$ cat src/hw/rtl/atod_pkg.sv
// Package with shared constants and types of the occupancy detector.
package atod_pkg;
	localparam int CHANNELS_DEF = 32;
	localparam int WINDOW_DEF = 32;
	localparam int SAMPLE_BITS_DEF = 10;
	localparam int REG_ENABLED = 0;

	typedef struct packed {
		logic rej;
		logic [5:0] ch;
		logic [15:0] s;
	} cmd_t;
endpackage

$ cat src/hw/rtl/atod_front.sv
// Front part: accepts items, checks the channel index and queues commands.
module atod_front #(
	parameter int CHANNELS = 32,
	parameter int SAMPLE_BITS = 10
) (
	input logic clk,
	input logic arst_n,
	input logic push,
	output logic full,
	input logic [4:0] detector_index,
	input logic [SAMPLE_BITS-1:0] sample,
	input logic [5:0] enabled,
	input logic cmd_take,
	output logic cmd_valid,
	output atod_pkg::cmd_t cmd
);
	import atod_pkg::*;
	logic [6:0] limit;
	cmd_t q0_q, q1_q;
	logic [1:0] cnt_q;
	logic do_push, do_pop;
	cmd_t nc;
	assign limit = ({1'b0, enabled} > 7'(CHANNELS)) ? 7'(CHANNELS) : {1'b0, enabled};
	assign full = cnt_q == 2'd2;
	assign do_push = push && !full;
	assign do_pop = cmd_take && cnt_q != 2'd0;
	assign cmd_valid = cnt_q != 2'd0;
	assign cmd = q0_q;
	always_comb begin
		nc.rej = {2'b00, detector_index} >= limit;
		nc.ch = {1'b0, detector_index};
		nc.s = 16'(sample);
	end
	always_ff @(posedge clk or negedge arst_n) begin
		if (!arst_n) begin
			cnt_q <= '0;
		end else begin
			cnt_q <= cnt_q + 2'(do_push) - 2'(do_pop);
		end
	end
	always_ff @(posedge clk) begin
		if (do_pop) begin
			if (do_push && cnt_q == 2'd1) q0_q <= nc;
			else q0_q <= q1_q;
		end else if (do_push) begin
			if (cnt_q == 2'd0) q0_q <= nc;
			else q1_q <= nc;
		end
	end
endmodule

$ cat config.mk
export PLATFORM = sky130hd
export DESIGN_NAME = atod_front
export DESIGN_NICKNAME = d
export VERILOG_FILES = /design/src/hw/rtl/atod_pkg.sv /design/src/hw/rtl/atod_front.sv
export SDC_FILE = /design/constraint.sdc
export NUM_CORES = 1
export LEC_CHECK = 0
export ABC_AREA = 1
export ABC_CLOCK_PERIOD_IN_PS = 3700
export BUFFER_PORTS_ARGS = -buffer_cell sky130_fd_sc_hd__buf_2
export CAP_MARGIN = 15
export CELL_PAD_IN_SITES_DETAIL_PLACEMENT = 2
export CELL_PAD_IN_SITES_GLOBAL_PLACEMENT = 2
export CORE_MARGIN = 2
export CORE_UTILIZATION = 33
export DETAILED_ROUTE_END_ITERATION = 16
export GPL_TIMING_DRIVEN = 0
export PLACE_DENSITY = 0.82
export SLEW_MARGIN = 10
export SYNTH_ARGS = -nofsm -noshare
export SYNTH_HDL_FRONTEND = slang
export SYNTH_SLANG_ARGS = --single-unit
$ cat constraint.sdc
create_clock -name clk -period 3.7 [get_ports clk]
set_clock_uncertainty 0.2 [all_clocks]
set_input_delay 0 -clock clk [delete_from_list [all_inputs] [get_ports clk]]
set_output_delay 0 -clock clk [all_outputs]
set_load 0.02 [all_outputs]
==> summary.md <==
| Metric | Value |
|---|---|
| Status | `finished, final reports clean` |
| Filler instances | `473` |
| Cell family with most CP delay | `compound AO/OA/AOI/OAI gates` |
| # IOs | `50` |
| Fraction of layout instances using a drive strength above 1 | `29.30%` |
| Initial antenna violation count | `0` |
| Slowest cell delay on critical path | `0.73 ns` |
| RR Endpoint | `cmd[20]$_DFFE_PP_` |
| Worst hold slack | `0.07657 ns` |
| Adder-cell share of the synthesized area | `5.641%` |
| Storage cell area | `0.001011 mm²` |
| Worst path arrival time | `1.74 ns` |
| Simple-gate share of the synthesized area | `18.05%` |
| Routed vias/inst | `4.674` |
| Drt wl/cell | `16.13 µm` |
| Final min period | `2.029 ns` |
| Post-CTS Setup Bufs | `0` |
| Total iterations of the first detailed-routing run | `4` |
| Fmax | `0.4929 GHz` |
| XOR/XNOR Fraction of Synth Area | `1.128%` |
| Distinct cells, synth | `19` |
| Initial core utilization | `34.94%` |
| Final Hold Viols | `0` |
| Clock root cell | `clkbuf_8` |
| Tot Pwr | `1.353 mW` |
| Worst r2r src | `cnt_q[1]$_DFF_PN0_` |
| Chip height | `72.60 µm` |
| Post-route ant nets | `0` |
| HP Class | `in -> reg` |
| Slew Viols, Final | `0` |
| RePlAce Congestion | `0.8069` |
| TritonCTS Buffers | `5` |
| Min-Delay Startpoint | `enabled[5]` |
| Clk_lat worst skew | `0.28 ns` |
| First-pass GRT wire length | `6893 µm` |
| Post-route DRC | `0` |
| Vias in the first global route | `1,411` |
| Setup crit start kind | `register` |
| CTS tree | `done` |
| Post-synthesis compound-gate area fraction | `2.659%` |
| Cell Rows | `24` |
| Worst slew pin tran | `0.8785 ns` |
| R2R cell count | `3` |
| Fin area | `0.002122 mm²` |
| Die area | `0.005270 mm²` |
| Main combinational cell family by area after synthesis | `simple AND/OR/NAND/NOR gates` |
| Diodes inserted | `0` |
| Fin crit share | `54.84%` |
| Htree depth | `2` |
| Largest net degree at the start of global routing | `17` |
| Crit-path slowest cell | `o21bai_2` |
| Power per cell area | `637.8 mW/mm²` |
| Syn avg cell area | `11.01 µm²` |
| Slew margin rel. | `41.37%` |
| Min-Delay Path Depth | `4` |
| # Max-Cap Violations | `0` |
| Post-synthesis sequential area ratio | `65.11%` |
| Worst Hold Path EP | `q1_q[22]$_DFFE_PP_` |
| GRT Total Usage | `17.56%` |
| Remaining global-route overflow | `0` |
| Setup CP Type | `reg -> reg` |
| Die Span X | `72.60 µm` |
| Port Buf Inserts | `42` |
| Setup WS pre-CTS | `1.622 ns` |
| Hold-fix buffers at CTS | `18` |
| Clock sinks | `34` |
| DP Area | `0.001857 mm²` |
| Seq cells post-synth | `34` |
| Worst-path clk slew | `0.07 ns` |
| Final nets | `246` |
| Lkg Pwr | `0.9980 nW` |
| Setup TNS | `0 ns` |
| Post-synthesis instance total | `141` |
| Clock Path Buffers | `2` |
| Crit path capture type | `register` |
| Number of DRC markers in iteration 0 | `31` |
| Peak supply drop | `0.1824 mV` |
| Hpwl dp | `3130 µm` |
| Total number of vias | `1,248` |
| Multiplexer area fraction after synthesis | `0%` |
| Crit Path Max Fanout | `16` |
| Multi-input gate area | `459.2 µm²` |
| CORE AREA | `0.004444 mm²` |
| Drt total wl | `4308 µm` |
| Layout Area Growth over Synthesis | `36.66%` |
| Buf+Inv Stages, Crit Path | `1` |
| Synth Cell Area | `0.001553 mm²` |
| Fin worst setup slack | `1.671 ns` |
| RSZ-0062 raised after global routing | `no` |
| Reg2reg setup slack | `1.67 ns` |
| Critical Path RT | `3.41 ns` |
| CTS resizes | `0` |
| Worst-path cell chain | `inv_1, o21ai_0, o21bai_2` |
| Yosys warns | `0` |
| Setup violators final | `0` |
flip-flops by register name, indices dropped and copies added, names as in the netlist:
name   flops
cmd       16
cnt_q      2
q1_q      16
worst min-delay path, cell delays in order:
cell      delay, ns
buf_2          0.12
nor2_1         0.11
a21boi_0       0.08
nand2_1        0.12
through the flow:
| stage | instances | utilization (%) |
|---|---|---|
| 3_5_place_dp | 241 | 41.78 |
| 4_1_cts | 267 | 47.75 |
| 2_1_floorplan | 147 | - |
| 6_report | 267 | 47.75 |
| 3_3_place_gp | 241 | 41.64 |
| 5_1_grt | 267 | 47.75 |
cells by family after synthesis:
family,Yosys count
xor gates and xnor gates,2
and+or+nand+nor,72
adders and majority gates,7
DFF,34
buffers and inverters,19
other,1
AOI/OAI and AO/OA,6
cell usage in the layout, fill, tap and decap left out:
master	count
buf_6	1
nor3_1	1
clkinvlp_4	1
o21ai_0	2
inv_4	1
nand2_1	64
buf_4	8
nor2_1	4
dfrtp_1	2
o21bai_2	1
conb_1	7
edfxtp_1	32
ha_1	7
buf_2	42
clkinv_1	1
dlygate4sd3_1	18
nand2_4	1
a21boi_0	2
nand3_1	1
o21a_2	1
nor2_2	1
inv_1	9
clkbuf_8	5
clkinv_2	1
xnor2_1	1
xor2_1	1
power breakdown:
part           total [mW]  switching (mW)  internal (mW)
clock               0.265           0.137          0.129
combinational       0.491           0.333          0.158
sequential          0.598          0.0398          0.558
total                1.35           0.509          0.844
synth_stat cells:
cell       n  share of area (%)
inv_4      1               0.40
inv_1      9                2.2
nand2_1   64                 15
ha_1       7                5.6
nor3_1     1               0.32
o21a_2     1               0.56
a21boi_0   2               0.97
nand3_1    1               0.32
buf_4      8                3.9
o21ai_0    2               0.64
conb_1     1               0.24
edfxtp_1  32                 62
xnor2_1    1               0.56
dfrtp_1    2                3.2
xor2_1     1               0.56
buf_6      1               0.73
nand2_4    1               0.73
nor2_1     5                1.2
o21bai_1   1               0.48
per-layer routing:
metal | share of wire (%) | vias up | global-route usage, % | routed length (µm)
met5 | 0 | - | 0 | 0
met4 | 1.7 | 0 | 7.202 | 74
met3 | 3.2 | 7 | 2.210 | 138
met2 | 55 | 36 | 33.33 | 2389
met1 | 40 | 613 | 19.59 | 1706
li1 | - | 592 | - | -
cell type report:
class	count	share of cell area, %
buffer	9	3.361
timing repair buffer	60	18.40
tap	52	3.066
sequential	34	47.64
inverter	10	1.887
clock buffer	5	3.243
multi-input combinational	94	21.64
clock inverter	3	0.7665
worst max path at each step:
stage,start,endpoint,slack [ns],cells past startpoint
after floorplan,cnt_q[1]$_DFF_PN0_,cmd[0]$_DFFE_PP_,1.62,3
after global placement,cnt_q[1]$_DFF_PN0_,cmd[8]$_DFFE_PP_,1.32,3
after detailed placement,cnt_q[1]$_DFF_PN0_,cmd[8]$_DFFE_PP_,1.62,3
after CTS,cnt_q[1]$_DFF_PN0_,cmd[20]$_DFFE_PP_,1.65,3
after global routing,cnt_q[1]$_DFF_PN0_,cmd[16]$_DFFE_PP_,1.55,3
final,cnt_q[1]$_DFF_PN0_,cmd[20]$_DFFE_PP_,1.67,3
Power figures use the tool's default switching activity.
